File: config.mk
export PLATFORM = sky130hd
export DESIGN_NAME = pressure_stepper_sequencer
export DESIGN_NICKNAME = d
export VERILOG_FILES = /design/src/rtl/pss_pkg.sv /design/src/rtl/pressure_stepper_sequencer.sv /design/src/rtl/pss_regs.sv /design/src/rtl/pss_step.sv
export SDC_FILE = /design/constraint.sdc
export NUM_CORES = 1
export LEC_CHECK = 0
export BUFFER_PORTS_ARGS = -buffer_cell sky130_fd_sc_hd__buf_2
export CAP_MARGIN = 25
export CORE_MARGIN = 2
export CORE_UTILIZATION = 55
export CTS_CLUSTER_DIAMETER = 120
export CTS_CLUSTER_SIZE = 40
export DETAILED_ROUTE_END_ITERATION = 6
export PLACE_DENSITY = 0.71
export SYNTH_ARGS = -nofsm -noshare
export SYNTH_HDL_FRONTEND = slang
export SYNTH_HIERARCHICAL = 1
export SYNTH_SLANG_ARGS = --single-unit
File: constraint.sdc
create_clock -name clk -period 8.5 [get_ports clk]
set_input_delay 1.7 -clock clk [delete_from_list [all_inputs] [get_ports clk]]
set_output_delay 1.7 -clock clk [all_outputs]
set_load 0.02 [all_outputs]
File: src/rtl/pss_pkg.sv
// ----------------------------------------------------------------------------
// pss_pkg
// Shared types, phase codes, register map and burst constants for the
// pressure stepper sequencer.
// ----------------------------------------------------------------------------
`default_nettype none

package pss_pkg;

    localparam int PRESSURE_BITS_DEF = 20;
    localparam int BAND_BITS         = 20;
    localparam int TIME_BITS         = 32;
    localparam int SETTLE_BITS       = 16;
    localparam int ADDR_BITS         = 5;
    localparam int DATA_BITS         = 32;

    // run phases
    localparam logic [2:0] PH_IDLE     = 3'd0;
    localparam logic [2:0] PH_APPROACH = 3'd1;
    localparam logic [2:0] PH_FINE     = 3'd2;
    localparam logic [2:0] PH_SETTLE   = 3'd3;
    localparam logic [2:0] PH_DWELL    = 3'd4;
    localparam logic [2:0] PH_REVERSE  = 3'd5;

    // request kinds
    localparam logic REQ_SAMPLE = 1'b0;
    localparam logic REQ_START  = 1'b1;

    // register indexes (byte address 4*index)
    localparam logic [2:0] REG_APPROACH = 3'd0;
    localparam logic [2:0] REG_REVERSE  = 3'd1;
    localparam logic [2:0] REG_SETTLE   = 3'd2;
    localparam logic [2:0] REG_DEADBAND = 3'd3;
    localparam logic [2:0] REG_FAR      = 3'd4;
    localparam logic [2:0] REG_NEAR     = 3'd5;
    localparam logic [2:0] REG_FINE     = 3'd6;
    localparam logic [2:0] REG_SLOPE    = 3'd7;

    // register reset values
    localparam logic [TIME_BITS-1:0]   APPROACH_RST = 32'd5000;
    localparam logic [TIME_BITS-1:0]   REVERSE_RST  = 32'd6000;
    localparam logic [SETTLE_BITS-1:0] SETTLE_RST   = 16'd300;
    localparam logic [BAND_BITS-1:0]   DEADBAND_RST = 20'd300;
    localparam logic [BAND_BITS-1:0]   FAR_RST      = 20'd2000;
    localparam logic [BAND_BITS-1:0]   NEAR_RST     = 20'd500;
    localparam logic [BAND_BITS-1:0]   FINE_RST     = 20'd50;
    localparam logic [BAND_BITS-1:0]   SLOPE_RST    = 20'd100;

    // burst shapes
    localparam logic [6:0]  STEPS_NONE   = 7'd0;
    localparam logic [6:0]  STEPS_ONE    = 7'd1;
    localparam logic [6:0]  STEPS_NEAR   = 7'd8;
    localparam logic [6:0]  STEPS_FAST   = 7'd64;
    localparam logic [11:0] PERIOD_NONE  = 12'd0;
    localparam logic [11:0] PERIOD_FAST  = 12'd500;
    localparam logic [11:0] PERIOD_NEAR  = 12'd2000;
    localparam logic [11:0] PERIOD_FINE  = 12'd3000;
    localparam logic [11:0] PERIOD_FAR   = 12'd4000;

    typedef struct packed {
        logic [TIME_BITS-1:0]   approach_ms;
        logic [TIME_BITS-1:0]   reverse_ms;
        logic [SETTLE_BITS-1:0] settle_ms;
        logic [BAND_BITS-1:0]   deadband_mpsi;
        logic [BAND_BITS-1:0]   far_band_mpsi;
        logic [BAND_BITS-1:0]   near_band_mpsi;
        logic [BAND_BITS-1:0]   fine_band_mpsi;
        logic [BAND_BITS-1:0]   slope_hold_mpsi;
    } cfg_t;

    typedef struct packed {
        logic [6:0]  step_count;
        logic [11:0] step_period_us;
        logic        step_reverse;
        logic [2:0]  phase;
        logic        run_done;
    } burst_t;

endpackage

`default_nettype wire

File: src/rtl/pressure_stepper_sequencer.sv
// An accepted request waits in the input register; its burst result then goes
// to the result register. Throughput: one request per cycle while burst_stall
// is low; the decision logic between the two registers is combinational.
// The output register holds a result under stall while the next request waits
// in the input register. Reset (rst_n low, asynchronous) returns to idle, clears
// the run state and loads the default register values.
// ----------------------------------------------------------------------------
// pressure_stepper_sequencer
// Run sequencer for a stepper-driven pressure source: approach, fine control,
// settle, dwell and reverse, one step burst command per request.
// ----------------------------------------------------------------------------
`default_nettype none

module pressure_stepper_sequencer
#(
    parameter int PRESSURE_BITS = pss_pkg::PRESSURE_BITS_DEF
)
(
    input  wire logic                           clk,
    input  wire logic                           rst_n,
    // configuration port
    input  wire logic                           psel,
    input  wire logic                           penable,
    input  wire logic                           pwrite,
    input  wire logic [pss_pkg::ADDR_BITS-1:0]  paddr,
    input  wire logic [pss_pkg::DATA_BITS-1:0]  pwdata,
    output logic      [pss_pkg::DATA_BITS-1:0]  prdata,
    output logic                                pready,
    // request channel
    input  wire logic                           item_valid,
    output logic                                item_stall,
    input  wire logic                           req_type,
    input  wire logic [pss_pkg::TIME_BITS-1:0]  now_ms,
    input  wire logic [PRESSURE_BITS-1:0]       pressure_mpsi,
    input  wire logic [PRESSURE_BITS-1:0]       target_mpsi,
    input  wire logic [pss_pkg::TIME_BITS-1:0]  dwell_len_ms,
    // burst channel
    output logic                                burst_valid,
    input  wire logic                           burst_stall,
    output logic [6:0]                          step_count,
    output logic [11:0]                         step_period_us,
    output logic                                step_reverse,
    output logic [2:0]                          phase,
    output logic                                run_done
);
    import pss_pkg::*;

    cfg_t cfg;

    // input register
    logic                       in_valid_reg;
    logic                       in_req_reg;
    logic [TIME_BITS-1:0]       in_now_reg;
    logic [PRESSURE_BITS-1:0]   in_pres_reg;
    logic [PRESSURE_BITS-1:0]   in_tgt_reg;
    logic [TIME_BITS-1:0]       in_dwell_reg;

    // run state
    logic [2:0]                 phase_reg;
    logic [2:0]                 phase_next;
    logic [TIME_BITS-1:0]       phase_end_reg;
    logic [TIME_BITS-1:0]       phase_end_next;
    logic [TIME_BITS-1:0]       dwell_hold_reg;
    logic [TIME_BITS-1:0]       dwell_hold_next;
    logic [PRESSURE_BITS-1:0]   target_hold_reg;
    logic [PRESSURE_BITS-1:0]   target_hold_next;
    logic signed [PRESSURE_BITS:0] prev_error_reg;
    logic signed [PRESSURE_BITS:0] prev_error_next;

    // result register
    logic                       out_valid_reg;
    burst_t                     out_reg;
    burst_t                     res;

    logic                       advance;
    logic                       accept;

    pss_regs u_regs
    (
        .clk     (clk),
        .rst_n   (rst_n),
        .psel    (psel),
        .penable (penable),
        .pwrite  (pwrite),
        .paddr   (paddr),
        .pwdata  (pwdata),
        .prdata  (prdata),
        .pready  (pready),
        .cfg     (cfg)
    );

    pss_step #(.PRESSURE_BITS(PRESSURE_BITS)) u_step
    (
        .cur_phase     (phase_reg),
        .cur_end       (phase_end_reg),
        .cur_dwell     (dwell_hold_reg),
        .cur_target    (target_hold_reg),
        .cur_prev_err  (prev_error_reg),
        .req_type      (in_req_reg),
        .now_ms        (in_now_reg),
        .pressure_mpsi (in_pres_reg),
        .target_mpsi   (in_tgt_reg),
        .dwell_len_ms  (in_dwell_reg),
        .cfg           (cfg),
        .nxt_phase     (phase_next),
        .nxt_end       (phase_end_next),
        .nxt_dwell     (dwell_hold_next),
        .nxt_target    (target_hold_next),
        .nxt_prev_err  (prev_error_next),
        .res           (res)
    );

    // a held request moves on whenever the result register is free or draining
    assign advance    = in_valid_reg && (!out_valid_reg || !burst_stall);
    assign item_stall = in_valid_reg && !advance;
    assign accept     = item_valid && !item_stall;

    always_ff @(posedge clk or negedge rst_n)
    begin
        if (!rst_n)
        begin
            in_valid_reg    <= 1'b0;
            out_valid_reg   <= 1'b0;
            phase_reg       <= PH_IDLE;
            phase_end_reg   <= '0;
            dwell_hold_reg  <= '0;
            target_hold_reg <= '0;
            prev_error_reg  <= '0;
        end
        else
        begin
            if (accept)
            begin
                in_valid_reg <= 1'b1;
            end
            else if (advance)
            begin
                in_valid_reg <= 1'b0;
            end

            if (advance)
            begin
                out_valid_reg   <= 1'b1;
                phase_reg       <= phase_next;
                phase_end_reg   <= phase_end_next;
                dwell_hold_reg  <= dwell_hold_next;
                target_hold_reg <= target_hold_next;
                prev_error_reg  <= prev_error_next;
            end
            else if (!burst_stall)
            begin
                out_valid_reg <= 1'b0;
            end
        end
    end

    always_ff @(posedge clk)
    begin
        if (accept)
        begin
            in_req_reg   <= req_type;
            in_now_reg   <= now_ms;
            in_pres_reg  <= pressure_mpsi;
            in_tgt_reg   <= target_mpsi;
            in_dwell_reg <= dwell_len_ms;
        end
        if (advance)
        begin
            out_reg <= res;
        end
    end

    assign burst_valid    = out_valid_reg;
    assign step_count     = out_reg.step_count;
    assign step_period_us = out_reg.step_period_us;
    assign step_reverse   = out_reg.step_reverse;
    assign phase          = out_reg.phase;
    assign run_done       = out_reg.run_done;

endmodule

`default_nettype wire

File: src/rtl/pss_regs.sv
// ----------------------------------------------------------------------------
// pss_regs
// Configuration register file behind a simple APB-style slave port.
// ----------------------------------------------------------------------------
`default_nettype none

module pss_regs
(
    input  wire logic                           clk,
    input  wire logic                           rst_n,
    input  wire logic                           psel,
    input  wire logic                           penable,
    input  wire logic                           pwrite,
    input  wire logic [pss_pkg::ADDR_BITS-1:0]  paddr,
    input  wire logic [pss_pkg::DATA_BITS-1:0]  pwdata,
    output logic      [pss_pkg::DATA_BITS-1:0]  prdata,
    output logic                                pready,
    output pss_pkg::cfg_t                       cfg
);
    import pss_pkg::*;

    cfg_t       cfg_reg;
    logic       wr_en;
    logic [2:0] idx;

    assign pready = 1'b1;
    assign wr_en  = psel && penable && pwrite && pready;
    assign idx    = paddr[4:2];
    assign cfg    = cfg_reg;

    always_ff @(posedge clk or negedge rst_n)
    begin
        if (!rst_n)
        begin
            cfg_reg.approach_ms     <= APPROACH_RST;
            cfg_reg.reverse_ms      <= REVERSE_RST;
            cfg_reg.settle_ms       <= SETTLE_RST;
            cfg_reg.deadband_mpsi   <= DEADBAND_RST;
            cfg_reg.far_band_mpsi   <= FAR_RST;
            cfg_reg.near_band_mpsi  <= NEAR_RST;
            cfg_reg.fine_band_mpsi  <= FINE_RST;
            cfg_reg.slope_hold_mpsi <= SLOPE_RST;
        end
        else if (wr_en)
        begin
            unique case (idx)
                REG_APPROACH: cfg_reg.approach_ms     <= pwdata;
                REG_REVERSE:  cfg_reg.reverse_ms      <= pwdata;
                REG_SETTLE:   cfg_reg.settle_ms       <= pwdata[SETTLE_BITS-1:0];
                REG_DEADBAND: cfg_reg.deadband_mpsi   <= pwdata[BAND_BITS-1:0];
                REG_FAR:      cfg_reg.far_band_mpsi   <= pwdata[BAND_BITS-1:0];
                REG_NEAR:     cfg_reg.near_band_mpsi  <= pwdata[BAND_BITS-1:0];
                REG_FINE:     cfg_reg.fine_band_mpsi  <= pwdata[BAND_BITS-1:0];
                REG_SLOPE:    cfg_reg.slope_hold_mpsi <= pwdata[BAND_BITS-1:0];
                default:      ;
            endcase
        end
    end

    always_comb
    begin
        unique case (idx)
            REG_APPROACH: prdata = cfg_reg.approach_ms;
            REG_REVERSE:  prdata = cfg_reg.reverse_ms;
            REG_SETTLE:   prdata = {{(DATA_BITS-SETTLE_BITS){1'b0}}, cfg_reg.settle_ms};
            REG_DEADBAND: prdata = {{(DATA_BITS-BAND_BITS){1'b0}}, cfg_reg.deadband_mpsi};
            REG_FAR:      prdata = {{(DATA_BITS-BAND_BITS){1'b0}}, cfg_reg.far_band_mpsi};
            REG_NEAR:     prdata = {{(DATA_BITS-BAND_BITS){1'b0}}, cfg_reg.near_band_mpsi};
            REG_FINE:     prdata = {{(DATA_BITS-BAND_BITS){1'b0}}, cfg_reg.fine_band_mpsi};
            REG_SLOPE:    prdata = {{(DATA_BITS-BAND_BITS){1'b0}}, cfg_reg.slope_hold_mpsi};
            default:      prdata = '0;
        endcase
    end

endmodule

`default_nettype wire

File: src/rtl/pss_step.sv
// ----------------------------------------------------------------------------
// pss_step
// Per-request decision logic: phase transitions, deadlines and the step
// burst for one request, given the current run state.
// ----------------------------------------------------------------------------
`default_nettype none

module pss_step
#(
    parameter int PRESSURE_BITS = pss_pkg::PRESSURE_BITS_DEF
)
(
    input  wire logic [2:0]                      cur_phase,
    input  wire logic [pss_pkg::TIME_BITS-1:0]   cur_end,
    input  wire logic [pss_pkg::TIME_BITS-1:0]   cur_dwell,
    input  wire logic [PRESSURE_BITS-1:0]        cur_target,
    input  wire logic signed [PRESSURE_BITS:0]   cur_prev_err,
    input  wire logic                            req_type,
    input  wire logic [pss_pkg::TIME_BITS-1:0]   now_ms,
    input  wire logic [PRESSURE_BITS-1:0]        pressure_mpsi,
    input  wire logic [PRESSURE_BITS-1:0]        target_mpsi,
    input  wire logic [pss_pkg::TIME_BITS-1:0]   dwell_len_ms,
    input  wire pss_pkg::cfg_t                   cfg,
    output logic [2:0]                           nxt_phase,
    output logic [pss_pkg::TIME_BITS-1:0]        nxt_end,
    output logic [pss_pkg::TIME_BITS-1:0]        nxt_dwell,
    output logic [PRESSURE_BITS-1:0]             nxt_target,
    output logic signed [PRESSURE_BITS:0]        nxt_prev_err,
    output pss_pkg::burst_t                      res
);
    import pss_pkg::*;

    localparam int MAXW = (PRESSURE_BITS > BAND_BITS) ? PRESSURE_BITS : BAND_BITS;
    localparam int EW   = MAXW + 3;

    logic                 expired;
    logic signed [EW-1:0] err;
    logic signed [EW-1:0] prev_ext;
    logic signed [EW-1:0] slope;
    logic signed [EW-1:0] db;
    logic signed [EW-1:0] far_b;
    logic signed [EW-1:0] near_b;
    logic signed [EW-1:0] fine_b;
    logic signed [EW-1:0] hold_b;
    logic                 in_band;

    assign expired  = now_ms >= cur_end;
    assign err      = $signed({{(EW-PRESSURE_BITS){1'b0}}, cur_target})
                    - $signed({{(EW-PRESSURE_BITS){1'b0}}, pressure_mpsi});
    assign prev_ext = {{(EW-PRESSURE_BITS-1){cur_prev_err[PRESSURE_BITS]}}, cur_prev_err};
    assign slope    = err - prev_ext;
    assign db       = $signed({{(EW-BAND_BITS){1'b0}}, cfg.deadband_mpsi});
    assign far_b    = $signed({{(EW-BAND_BITS){1'b0}}, cfg.far_band_mpsi});
    assign near_b   = $signed({{(EW-BAND_BITS){1'b0}}, cfg.near_band_mpsi});
    assign fine_b   = $signed({{(EW-BAND_BITS){1'b0}}, cfg.fine_band_mpsi});
    assign hold_b   = $signed({{(EW-BAND_BITS){1'b0}}, cfg.slope_hold_mpsi});
    assign in_band  = (err <= db) && (err >= -db);

    always_comb
    begin
        nxt_phase    = cur_phase;
        nxt_end      = cur_end;
        nxt_dwell    = cur_dwell;
        nxt_target   = cur_target;
        nxt_prev_err = cur_prev_err;
        res.step_count     = STEPS_NONE;
        res.step_period_us = PERIOD_NONE;
        res.step_reverse   = 1'b0;
        res.run_done       = 1'b0;

        if (req_type == REQ_START)
        begin
            // start is only honored from idle or from a stray phase code
            if (cur_phase == PH_IDLE || cur_phase > PH_REVERSE)
            begin
                nxt_target = target_mpsi;
                nxt_dwell  = dwell_len_ms;
                nxt_phase  = PH_APPROACH;
                nxt_end    = now_ms + cfg.approach_ms;
            end
        end
        else
        begin
            unique case (cur_phase)
                PH_APPROACH:
                begin
                    if (expired)
                    begin
                        nxt_phase = PH_FINE;
                    end
                    else if (pressure_mpsi >= cur_target)
                    begin
                        nxt_phase = PH_DWELL;
                        nxt_end   = now_ms + cur_dwell;
                    end
                    else
                    begin
                        res.step_count     = STEPS_FAST;
                        res.step_period_us = PERIOD_FAST;
                    end
                end
                PH_FINE:
                begin
                    priority if (in_band)
                    begin
                        nxt_phase = PH_SETTLE;
                        nxt_end   = now_ms + {{(TIME_BITS-SETTLE_BITS){1'b0}}, cfg.settle_ms};
                    end
                    else if (err > far_b)
                    begin
                        res.step_count     = STEPS_ONE;
                        res.step_period_us = PERIOD_FAR;
                    end
                    else if (err > near_b)
                    begin
                        res.step_count     = STEPS_NEAR;
                        res.step_period_us = PERIOD_NEAR;
                    end
                    else if (err > fine_b)
                    begin
                        res.step_count     = STEPS_ONE;
                        res.step_period_us = PERIOD_FINE;
                    end
                    else if (err < -fine_b)
                    begin
                        res.step_count     = STEPS_ONE;
                        res.step_period_us = PERIOD_FINE;
                        res.step_reverse   = 1'b1;
                    end
                    else
                    begin
                        res.step_count = STEPS_NONE;
                    end
                end
                PH_SETTLE:
                begin
                    if (expired)
                    begin
                        if (in_band)
                        begin
                            nxt_phase = PH_DWELL;
                            nxt_end   = now_ms + cur_dwell;
                        end
                        else
                        begin
                            nxt_phase = PH_FINE;
                        end
                    end
                end
                PH_DWELL:
                begin
                    nxt_prev_err = err[PRESSURE_BITS:0];
                    priority if (expired)
                    begin
                        nxt_prev_err = '0;
                        nxt_phase    = PH_REVERSE;
                        nxt_end      = now_ms + cfg.reverse_ms;
                    end
                    else if (in_band && (slope > -hold_b))
                    begin
                        // on target and not falling fast: hold
                        res.step_count = STEPS_NONE;
                    end
                    else if ((err > db) || (slope < -db))
                    begin
                        res.step_count     = STEPS_ONE;
                        res.step_period_us = PERIOD_FINE;
                    end
                    else if ((err < -db) || (slope > db))
                    begin
                        res.step_count     = STEPS_ONE;
                        res.step_period_us = PERIOD_FINE;
                        res.step_reverse   = 1'b1;
                    end
                    else
                    begin
                        res.step_count = STEPS_NONE;
                    end
                end
                PH_REVERSE:
                begin
                    if (expired)
                    begin
                        nxt_phase    = PH_IDLE;
                        res.run_done = 1'b1;
                    end
                    else
                    begin
                        res.step_count     = STEPS_FAST;
                        res.step_period_us = PERIOD_FAST;
                        res.step_reverse   = 1'b1;
                    end
                end
                default:
                begin
                    // idle, and any stray code acts as idle
                    nxt_phase = PH_IDLE;
                end
            endcase
        end

        res.phase = nxt_phase;
    end

endmodule

`default_nettype wire

Word level (Yosys, flattened, before mapping). Index checks and enable logic that the tools add are counted.

Reductions and logical operators: 31. Multiplexer cells: 47. $lt $le $gt $ge: 14. Bitwise gates (word level): 2. Eq/ne operators: 20. $add $sub $neg: 9.

Operators by type and width (number): 2-to-1 mux 32 bit (8); one-hot mux 32 bit (8 select lines) (1); one-hot mux 32 bit (4 select lines) (1); 2-to-1 mux 19 bit (6); adder 32 bit (3); greater-than comparator 21 bit (4); one-hot mux 19 bit (4 select lines) (1); negator 20 -> 23 bit (3); 2-to-1 mux 20 bit (3); < comparator 21 x 23 -> 1 bit (2); 2-to-1 mux 13 bit (3); adder 32 x 16 -> 32 bit (1); >= comparator 32 bit (1); 2-to-1 mux 3 bit (9); >= comparator 21 x 23 -> 1 bit (1); greater-than comparator 23 x 21 -> 1 bit (1); greater-than comparator 23 bit (1); < comparator 23 bit (1); subtractor 21 x 21 -> 22 bit (1); <= comparator 21 bit (1); 2-to-1 mux 21 bit (1); subtractor 20 x 20 -> 21 bit (1); >= comparator 20 bit (1); == test 3 bit (second input constant) (6); 21 further kinds (62).

Output and inout bits: 59. Bits of input ports: 149. Word-level logic and storage cells: 148. Register bits after elaboration: 419.

Depth between registers and ports, before layout. Gate-level depths: netlist (run 1).

Depth in word-level cells: 9. Gate-level depth with buffers: 31. Depth with buffers taken out: 30.

Cells and area by module. The synthesis (run 1) kept the hierarchy.

Modules (own cells, without submodules): pss_step (seq. area each 0.0 µm², times used 1, area each 16633.5 µm², cells an instance 2458); pss_regs (seq. area each 4551.9 µm², times used 1, area each 8319.2 µm², cells an instance 632); pressure_stepper_sequencer (seq. area each 6626.4 µm², times used 1, area each 8021.4 µm², cells an instance 365).

Worst setup path after synthesis (run 1). OpenSTA, ideal clock, no wires.

Path type: reg2reg. From: register target_hold_reg[0]. To: register out_reg (netlist bit step_period_us[8]) (data pin). Path buffers: 1. Cell stages (with the launch flop): 29. Required time: 8.375 ns. Arrival: 6.213 ns. Clock period less this slack: 6.338 ns. Path slack: 2.162 ns. Library setup time: 0.125 ns. Cells stage by stage: dfrtp_1 -> inv_1 -> ha_1 -> inv_1 -> fa_1 -> a211oi_1 -> o21ai_0 -> a31oi_1 -> o21bai_1 -> a21oi_1 -> xnor2_1 -> ha_1 -> a21o_1 -> a21oi_2 -> o21ai_0 -> or4_4 -> and2_4 -> xor2_1 -> ha_1 -> a21o_1 -> a21oi_1 -> nand2_1 -> a211oi_1 -> a21oi_1 -> maj3_2 -> a311o_1 -> a221oi_2 -> or3_1 -> buf_4.

Word-level cells in the longest chain between the ends: 9. Elaborated cells on any way between the ends: 30. Classes of those cells: add/sub (2); order compare (12); mux (12); reduce/logical (4).

Ends and longest elaborated chain: from (decl) (RTL line pressure_stepper_sequencer.sv:65) `logic [PRESSURE_BITS-1:0] target_hold_reg;`; from (signal assigned) (RTL line pressure_stepper_sequencer.sv:147) `target_hold_reg <= target_hold_next;`; subtractor 20 x 20 -> 21 bit (RTL line pss_step.sv:49) `- $signed({{(EW-PRESSURE_BITS){1'b0}}, pressure_mpsi});`; subtractor 21 x 21 -> 22 bit (RTL line pss_step.sv:51) `assign slope = err - prev_ext;`; greater-than comparator 23 x 21 -> 1 bit (RTL line pss_step.sv:169) `else if ((err < -db) || (slope > db))`; logical OR 1 bit (RTL line pss_step.sv:169); 2-to-1 mux 13 bit (RTL line pss_step.sv:169); 2-to-1 mux 19 bit (RTL line pss_step.sv:164) `else if ((err > db) || (slope < -db))`; 2-to-1 mux 13 bit (RTL line pss_step.sv:159) `else if (in_band && (slope > -hold_b))`; 2-to-1 mux 20 bit (RTL line pss_step.sv:153) `priority if (expired)`; one-hot mux 19 bit (4 select lines) * (RTL line pss_step.sv:84) `unique case (cur_phase)`; to (signal assigned) (RTL line pressure_stepper_sequencer.sv:169) `out_reg <= res;`; to (decl) (RTL line pressure_stepper_sequencer.sv:72) `burst_t out_reg;`.

Mark *: on every way between the ends. The rest lies on a longest branch, timed or not. A chain may end at the register's enable or synchronous reset.

Worst setup path after layout (run 1).
From: register target_hold_reg[9]. To: register phase_end_reg[12].

Word-level cells in the longest chain between the ends: 5. Elaborated cells on any way between the ends: 9. Classes of those cells: add/sub (1); order compare (3); eq/ne (3); reduce/logical (2).

Ends and longest elaborated chain: subtractor 20 x 20 -> 21 bit (RTL line pss_step.sv:49); >= comparator 21 x 23 -> 1 bit or <= comparator 21 bit (tied branches) (RTL line pss_step.sv:57) `assign in_band = (err <= db) && (err >= -db);`; logical AND 1 bit (RTL line pss_step.sv:57); inequality test 3 x 2 -> 1 bit (no source line); AND reduction 9 bit (no source line) *; to (signal assigned) (RTL line pressure_stepper_sequencer.sv:145) `phase_end_reg <= phase_end_next;`; to (decl) (RTL line pressure_stepper_sequencer.sv:61) `logic [TIME_BITS-1:0] phase_end_reg;`.

Marked as above.

==> summary.txt, run 1 <==
GRT
  – First-pass GRT wire length: 150000 um
  – GR Overflow Total: 0
  – Antenna violations before repair: 1
  – Vias in the first global route: 25657
  – GRT Overall Usage: 30.9%
  – Largest net degree at the start of global routing: 133

Floorplanning
  – Row count: 89
  – Initial Utilization: 55.8%
  – Core Area: 0.0591 sq mm
  – Die Height: 249 um
  – DIE WIDTH: 249 um
  – IO Pins: 208
  – Die ar.: 0.0619 sq mm

CTS
  – CTS root buf: clkbuf_16
  – CTS tree: done
  – Setup Buffers After CTS: 0
  – CTS sink count: 419
  – CTS buffer count: 15
  – Longest Clk Path Bufs: 3
  – CTS H-Tree Depth: 1
  – Cts repair resizes: 0
  – Clk pin slew, worst setup/hold paths: 0.15 ns
  – Worst-Skew Late Latency: 0.59 ns
  – Cts hold-fix bufs: 0

Worst setup path
  – CP max FO: 17
  – CP Capture Point: phase_end_reg[12]
  – Reg-to-Reg End: phase_end_reg[12]
  – Startpoint types: flip-flop
  – Arr. time, crit path: 8.07 ns
  – Launch point of the worst reg-to-reg path: target_hold_reg[9]
  – R2r setup slk: 0.97 ns
  – Crit path kind: reg -> reg
  – Crit. End Element: flip-flop
  – Crit. Startpoint: target_hold_reg[9]
  – R2R depth: 23
  – Worst path required time: 9.03 ns

Timing
  – Least-Margin Pin Slew: 1.04 ns
  – Final setup violation count: 0
  – Final Hold Viols: 0
  – RSZ-0062 raised after global routing: no
  – Setup tns final: 0 ns
  – Skew final: 0.0307 ns
  – Slew Limit Fails: 0
  – Final worst path period share: 88.6%
  – Worst rel slew slack: 30.3%
  – Top achievable clock speed: 133 MHz
  – Min Tclk post-route: 7.53 ns

Cells and area
  – Ant. Diodes: 0
  – Area Growth Syn to Fin: 7.13%
  – Post-Layout Inst Area: 0.0353 sq mm
  – Fraction of layout cells with a size suffix above 1: 17.9%
  – Max reg flops: 180
  – Fin cells: 4397
  – Finished Core Util: 59.7%
  – Fin nets: 4142
  – Fillers: 5152

Power
  – Tot Pwr: 14100 uW
  – Psw: 7100 uW
  – Power share of the clock group: 7.4%
  – Pwr per Cell Area: 399 mW/mm^2
  – LEAKAGE: 0.0161 uW
  – Sequential Power Share: 22.0%
  – Comb pwr share: 70.7%
  – Worst VDD drop: 257 uV
  – P_int: 6990 uW
  – Switching Share: 50.4%

Min path
  – Hold Path Class: reg -> reg

Synthesis
  – Ys flop type: dfrtp_1
  – FFs w/ async S/R, synth: 69.2%
  – FF+latch count, synth: 419
  – Ys Warns: 6
  – EDFF count, synth: 129
  – Post-synthesis cell count: 3455
  – Synth Cell Area: 0.0330 sq mm
  – Post-synthesis sequential area ratio: 33.9%
  – Largest cells by area after synthesis: dfrtp_1 (19%), ha_1 (14%), edfxtp_1 (12%)
  – Synth top area share: 19.1%
  – Synth unique cells: 104
  – Dominant cell type by area after synthesis: dfrtp_1
  – Mapped Avg Cell Area: 9.54 sq um

Detailed routing
  – Pre-antenna DRT Iters: 6
  – Routed length per placed instance: 22.4 um
  – Vias per inst: 6.27
  – Vias: 27565
  – DRC Markers: 0
  – Antenna-violating nets left: 0
  – First-iteration detailed-routing DRC count: 2789
  – Routed Wire Length: 98500 um

Placed design
  – Post-DP HPWL: 75200 um
  – Number of port buffers: 204
  – Dpl cell area: 0.0348 sq mm
  – Placed insts: 4370
  – RePlAce Congestion: 0.971

Status
  – Outcome: completed

Run
  – Max cap viols: 0
[layout by cell type (no fill, tap or decap), drive strengths merged, types with 26 or more instances in the layout]
master / count
ha: 371
nand2: 340
mux2: 285
buf: 262
a21oi: 253
dfrtp: 252
inv: 226
nor2: 183
o21ai: 172
edfxtp: 129
xnor2: 111
a21o: 93
xor2: 69
nand3: 62
nor3: 59
nand4: 56
a211oi: 53
nand2b: 42
dfstp: 38
nor2b: 36
mux2i: 34
nor4: 29
o21a: 28
a221oi: 27
a31oi: 26
[how the worst min path moves through the flow]
stage / startpoint / to / cells after the start
after floorplan: in_valid_reg / burst_valid / 1
after detailed placement: in_valid_reg / burst_valid / 1
after global placement: in_valid_reg / burst_valid / 1
final: in_valid_reg / burst_valid / 1
after global routing: in_valid_reg / burst_valid / 1
after CTS: in_valid_reg / burst_valid / 1
[layer usage]
metal | vias up | part of all wire [%] | wire length, um | global-route usage (%)
li1 | 13081 | - | - | -
met2 | 1060 | 45 | 44000 | 49.1
met1 | 13270 | 45 | 44100 | 44.7
met5 | - | 0.013 | 13 | 0
met4 | 2 | 2.9 | 2820 | 8.47
met3 | 152 | 7.7 | 7570 | 3.38
[area by class of cell]
type	count	area, sq um	share of cell area [%]
clock buffer	18	387	1.09
clock inverter	7	76.3	0.216
inverter	224	841	2.38
multi-input combinational	2694	20300	57.6
sequential	419	11200	31.6
tap	773	967	2.74
timing repair buffer	262	1530	4.34
[critical path: stages (launching register included)]
cell,delay [ns]
dfrtp_1,0.46
ha_1,0.38
and4_1,0.26
and2_1,0.17
o21ai_0,0.16
o211ai_1,0.15
a21oi_1,0.25
nand2b_1,0.14
a21oi_1,0.10
a31oi_1,0.21
xor2_1,0.64
inv_1,0.46
ha_1,0.46
nand4_1,0.10
nor4_1,0.47
o311ai_0,0.37
a21oi_1,0.59
nor4b_1,0.24
a311oi_4,0.95
buf_4,0.36
a21oi_1,0.06
a21o_1,0.16
a21boi_0,0.16
mux2_4,0.17
[synthesized netlist by cell type, types with 14 or more instances]
master	count
dfrtp_1	252
nor4_1	27
nand4_1	55
o21a_1	28
o221ai_1	14
edfxtp_1	129
nand2_1	340
xor2_1	69
clkbuf_1	56
and2_1	14
a21oi_1	252
a211oi_1	53
ha_1	371
nand3_1	62
inv_1	223
a22o_1	18
nor2_1	180
a31oi_1	26
o211ai_1	23
buf_4	40
nor2b_1	36
nand2b_1	41
a22oi_1	15
xnor2_1	111
o21bai_1	21
nor3_1	57
mux2_2	266
o22ai_1	24
buf_2	18
mux2i_1	34
o21ai_0	171
a21o_1	93
and3_1	20
a221oi_1	25
dfstp_2	38
[metrics by stage]
| step | setup slack [ns] | hold WS [ns] |
|---|---|---|
| 2_1_floorplan | 2.16 | 0.442 |
| 3_3_place_gp | 1.09 | 0.474 |
| 3_5_place_dp | 1.20 | 0.475 |
| 4_1_cts | 1.15 | 0.507 |
| 5_1_grt | 0.625 | 0.527 |
| 6_report | 0.967 | 0.503 |
[power groups by stage]
stage,sequential (uW),combinational (uW),clock (uW)
3_5_place_dp,3130,9660,0
5_1_grt,3160,11000,1120
2_1_floorplan,2940,7020,0
4_1_cts,3090,9730,1060
6_report,3090,9960,1040
3_3_place_gp,3110,9510,0
[cells by family (layout without fill, tap and decap cells)]
| family | count (synthesis) | in the layout | synth area share [%] |
|---|---|---|---|
| other cells | 2 | 7 | 0.0228 |
| simple gates | 917 | 917 | 13.5 |
| mux | 320 | 320 | 10.9 |
| buf+inv | 347 | 511 | 4.62 |
| xor+xnor | 180 | 180 | 4.78 |
| fa+ha+maj | 379 | 379 | 14.5 |
| flops | 419 | 419 | 33.9 |
| compound gates | 891 | 891 | 17.8 |
(Power assumes the default switching activity.)
==> run 2, diff against run 1 <==
--- a/config.mk
+++ b/config.mk
@@ -12,7 +12,7 @@
 export CTS_CLUSTER_DIAMETER = 120
 export CTS_CLUSTER_SIZE = 40
 export DETAILED_ROUTE_END_ITERATION = 6
-export PLACE_DENSITY = 0.71
+export PLACE_DENSITY = 0.74
 export SYNTH_ARGS = -nofsm -noshare
 export SYNTH_HDL_FRONTEND = slang
 export SYNTH_HIERARCHICAL = 1
==> constraint.sdc (replaced) <==
create_clock -name clk -period 6.5 [get_ports clk]
set_input_delay 1.3 -clock clk [delete_from_list [all_inputs] [get_ports clk]]
set_output_delay 1.3 -clock clk [all_outputs]
set_load 0.02 [all_outputs]
==> summary.txt, run 2 (synthesized netlist as in run 1, its figures left out) <==
Timing
  – Worst rel slew slack: 31.7% (+1.4 points)
  – Fin Hold WS: 0.503 ns (-0.0000790 ns)
  – Final Hold Viols: 0 (unchanged)
  – Least-Margin Pin Slew: 1.02 ns (-0.0192 ns)
  – Skew final: 0.0507 ns (+0.0200 ns)
  – Fin worst setup slack: 0.229 ns (-0.738 ns)
  – Final worst path period share: 96.5% (+7.9 points)
  – Top achievable clock speed: 159 MHz (+20%)
  – Min Tclk post-route: 6.27 ns (-1.26 ns)
  – Final setup violation count: 0 (unchanged)
  – Slew Limit Fails: 0 (unchanged)
  – RSZ-0062 raised after global routing: yes

CTS
  – CTS sink count: 419 (unchanged)
  – CTS H-Tree Depth: 1 (unchanged)
  – CTS root buf: clkbuf_16
  – Worst-Skew Late Latency: 0.59 ns (about the same)
  – CTS buffer count: 17 (+2)
  – Longest Clk Path Bufs: 3 (unchanged)
  – CTS tree: done
  – Clk pin slew, worst setup/hold paths: 0.15 ns (about the same)

Detailed routing
  – DRC Markers: 0 (unchanged)
  – Routed Wire Length: 101000 um (+2.7%)
  – Vias: 28454 (+3.2%)
  – Vias per inst: 6.29 (+0.31%)
  – Antenna-violating nets left: 0 (unchanged)
  – First-iteration detailed-routing DRC count: 3003 (+7.7%)
  – Pre-antenna DRT Iters: 6 (unchanged)
  – Routed length per placed instance: 22.4 um (-0.21%)

Power
  – LEAKAGE: 0.0168 uW (+4.5%)
  – Psw: 10100 uW (+42%)
  – Pwr per Cell Area: 559 mW/mm^2 (+40%)
  – Sequential Power Share: 19.6% (-2.4 points)
  – Switching Share: 49.1% (-1.3 points)
  – Power share of the clock group: 7.4% (about the same)
  – P_int: 10400 uW (+49%)
  – Tot Pwr: 20500 uW (+46%)
  – Comb pwr share: 73.0% (+2.3 points)
  – Worst VDD drop: 394 uV (+53%)

Worst setup path
  – Arr. time, crit path: 6.62 ns (-1.45 ns)
  – Reg-to-Reg End: step_count[0]
  – Launch point of the worst reg-to-reg path: in_pres_reg[1]
  – Max incr delay on CP: 0.60 ns (-0.35 ns)
  – CP max FO: 4 (-13)
  – R2R depth: 31 (+35%)
  – Crit. End Element: flip-flop
  – Startpoint types: flip-flop
  – Slowest CP cell: o31ai_1
  – R2r setup slk: 0.23 ns (-0.74 ns)
  – Worst path required time: 6.85 ns (-2.18 ns)
  – Crit path kind: reg -> reg
  – Most used cell, CP: buf_4

Min path
  – Hold Path Class: reg -> reg
  – Worst Hold Path EP: burst_valid
  – Hold Crit Depth: 1 (unchanged)
  – Hold Crit Start: in_valid_reg

Floorplanning
  – Initial Utilization: 55.8% (unchanged)
  – Row count: 89 (unchanged)
  – Core Area: 0.0591 sq mm (unchanged)
  – Die ar.: 0.0619 sq mm (unchanged)
  – IO Pins: 208 (unchanged)
  – Die Height: 249 um (unchanged)
  – DIE WIDTH: 249 um (unchanged)

Placed design
  – RePlAce Congestion: 0.979 (+0.83%)
  – Number of port buffers: 204 (unchanged)
  – Post-DP HPWL: 77500 um (+3.1%)
  – Dpl cell area: 0.0357 sq mm (+2.6%)
  – Pre-CTS setup slack: -0.330 ns (-1.53 ns)
  – Placed insts: 4482 (+2.6%)

GRT
  – Vias in the first global route: 26151 (+1.9%)
  – Antenna violations before repair: 9 (+8)
  – Largest net degree at the start of global routing: 165 (+24%)
  – GR Overflow Total: 0 (unchanged)
  – GRT Overall Usage: 31.5% (+0.61 points)
  – First-pass GRT wire length: 154000 um (+2.4%)

Cells and area
  – Max reg flops: 180 (unchanged)
  – Area Growth Syn to Fin: 11.3%
  – Fin nets: 4262 (+2.9%)
  – Fraction of layout cells with a size suffix above 1: 21.7% (+3.8 points)
  – Highest-count cells in the layout ignoring fill and taps: ha_1 (366), nand2_1 (339), mux2_2 (266)
  – Fillers: 5016 (-2.6%)
  – Commonest non-fill, non-tap cell in the layout: ha_1
  – Fin cells: 4525 (+2.9%)
  – Post-Layout Inst Area: 0.0367 sq mm (+3.9%)

Status
  – Outcome: completed

Run
  – Max cap viols: 0 (unchanged)
[run 2: changes by cell type in the layout (fill, tap and decap cells not counted), moves of 5 or more]
| cell | previous run | this run |
|---|---|---|
| xnor2_2 | 0 | 5 |
| a21oi_2 | 1 | 8 |
| xnor2_1 | 111 | 105 |
| diode_2 | 0 | 6 |
| buf_4 | 53 | 164 |
| buf_12 | 3 | 8 |
| ha_1 | 371 | 366 |
| a21oi_1 | 252 | 245 |
[run 2: layout make-up]
cell class	count	area, sq um	area share (%)
Multi-Input combinational cell	2694	20600	56.2
Sequential cell	419	11200	30.5
Timing Repair Buffer	380	2480	6.77
Tap cell	773	967	2.64
Inverter	224	841	2.29
Clock buffer	19	433	1.18
Clock inverter	10	161	0.440
Antenna cell	6	15.0	0.0409
[run 2: power groups by stage]
stage / Sequential (uW) / Combinational, uW / Clock (uW)
3_3_place_gp: 4040 / 13800 / 0
2_1_floorplan: 3850 / 9180 / 0
6_report: 4030 / 15000 / 1510
5_1_grt: 4110 / 16300 / 1620
4_1_cts: 4020 / 14200 / 1540
3_5_place_dp: 4070 / 13900 / 0
[run 2: stage by stage]
step                utilization (%)  TNS [ns]
global placement               60.4     -1.72
finish                         62.1         0
CTS                            61.6         0
floorplan                         -         0
detailed placement             60.4     -2.52
global route                   62.1     -1.08
[run 2: worst max-delay path by stage]
stage	endpoint	from	slack (ns)	cells after the start
final	step_count[0]	in_pres_reg[1]	0.23	31
after global routing	step_period_us[11]	target_hold_reg[0]	-0.13	32
after CTS	step_period_us[8]	in_pres_reg[1]	0.005	31
after detailed placement	step_period_us[11]	target_hold_reg[0]	-0.33	28
after global placement	step_count[0]	target_hold_reg[0]	-0.24	28
after floorplan	step_period_us[8]	target_hold_reg[0]	0.16	28
[run 2: critical path, delay by kind of cell, from the launching register on]
family	cells	cell delay [ns]
compound gates	13	2.85
buf+inv	7	0.93
simple gates	7	0.85
fa+ha+maj	3	0.77
flops	1	0.40
xor+xnor	1	0.23
[run 2: metal layers]
metal / vias to the layer above / part of all wire [%] / GRT usage [%]
met1: 13716 / 45 / 46.5
met2: 1251 / 43 / 46.7
met5: - / 0.019 / 0
met3: 182 / 9.5 / 6.01
met4: 4 / 3.0 / 9.32
li1: 13301 / - / -
[run 2: repair_timing]
item                                    CTS  global route
hold buffers                              0             0
pin swaps                                10            27
setup buffers                             1             5
resized for setup                        18            41
endpoints found under the setup margin    9            41
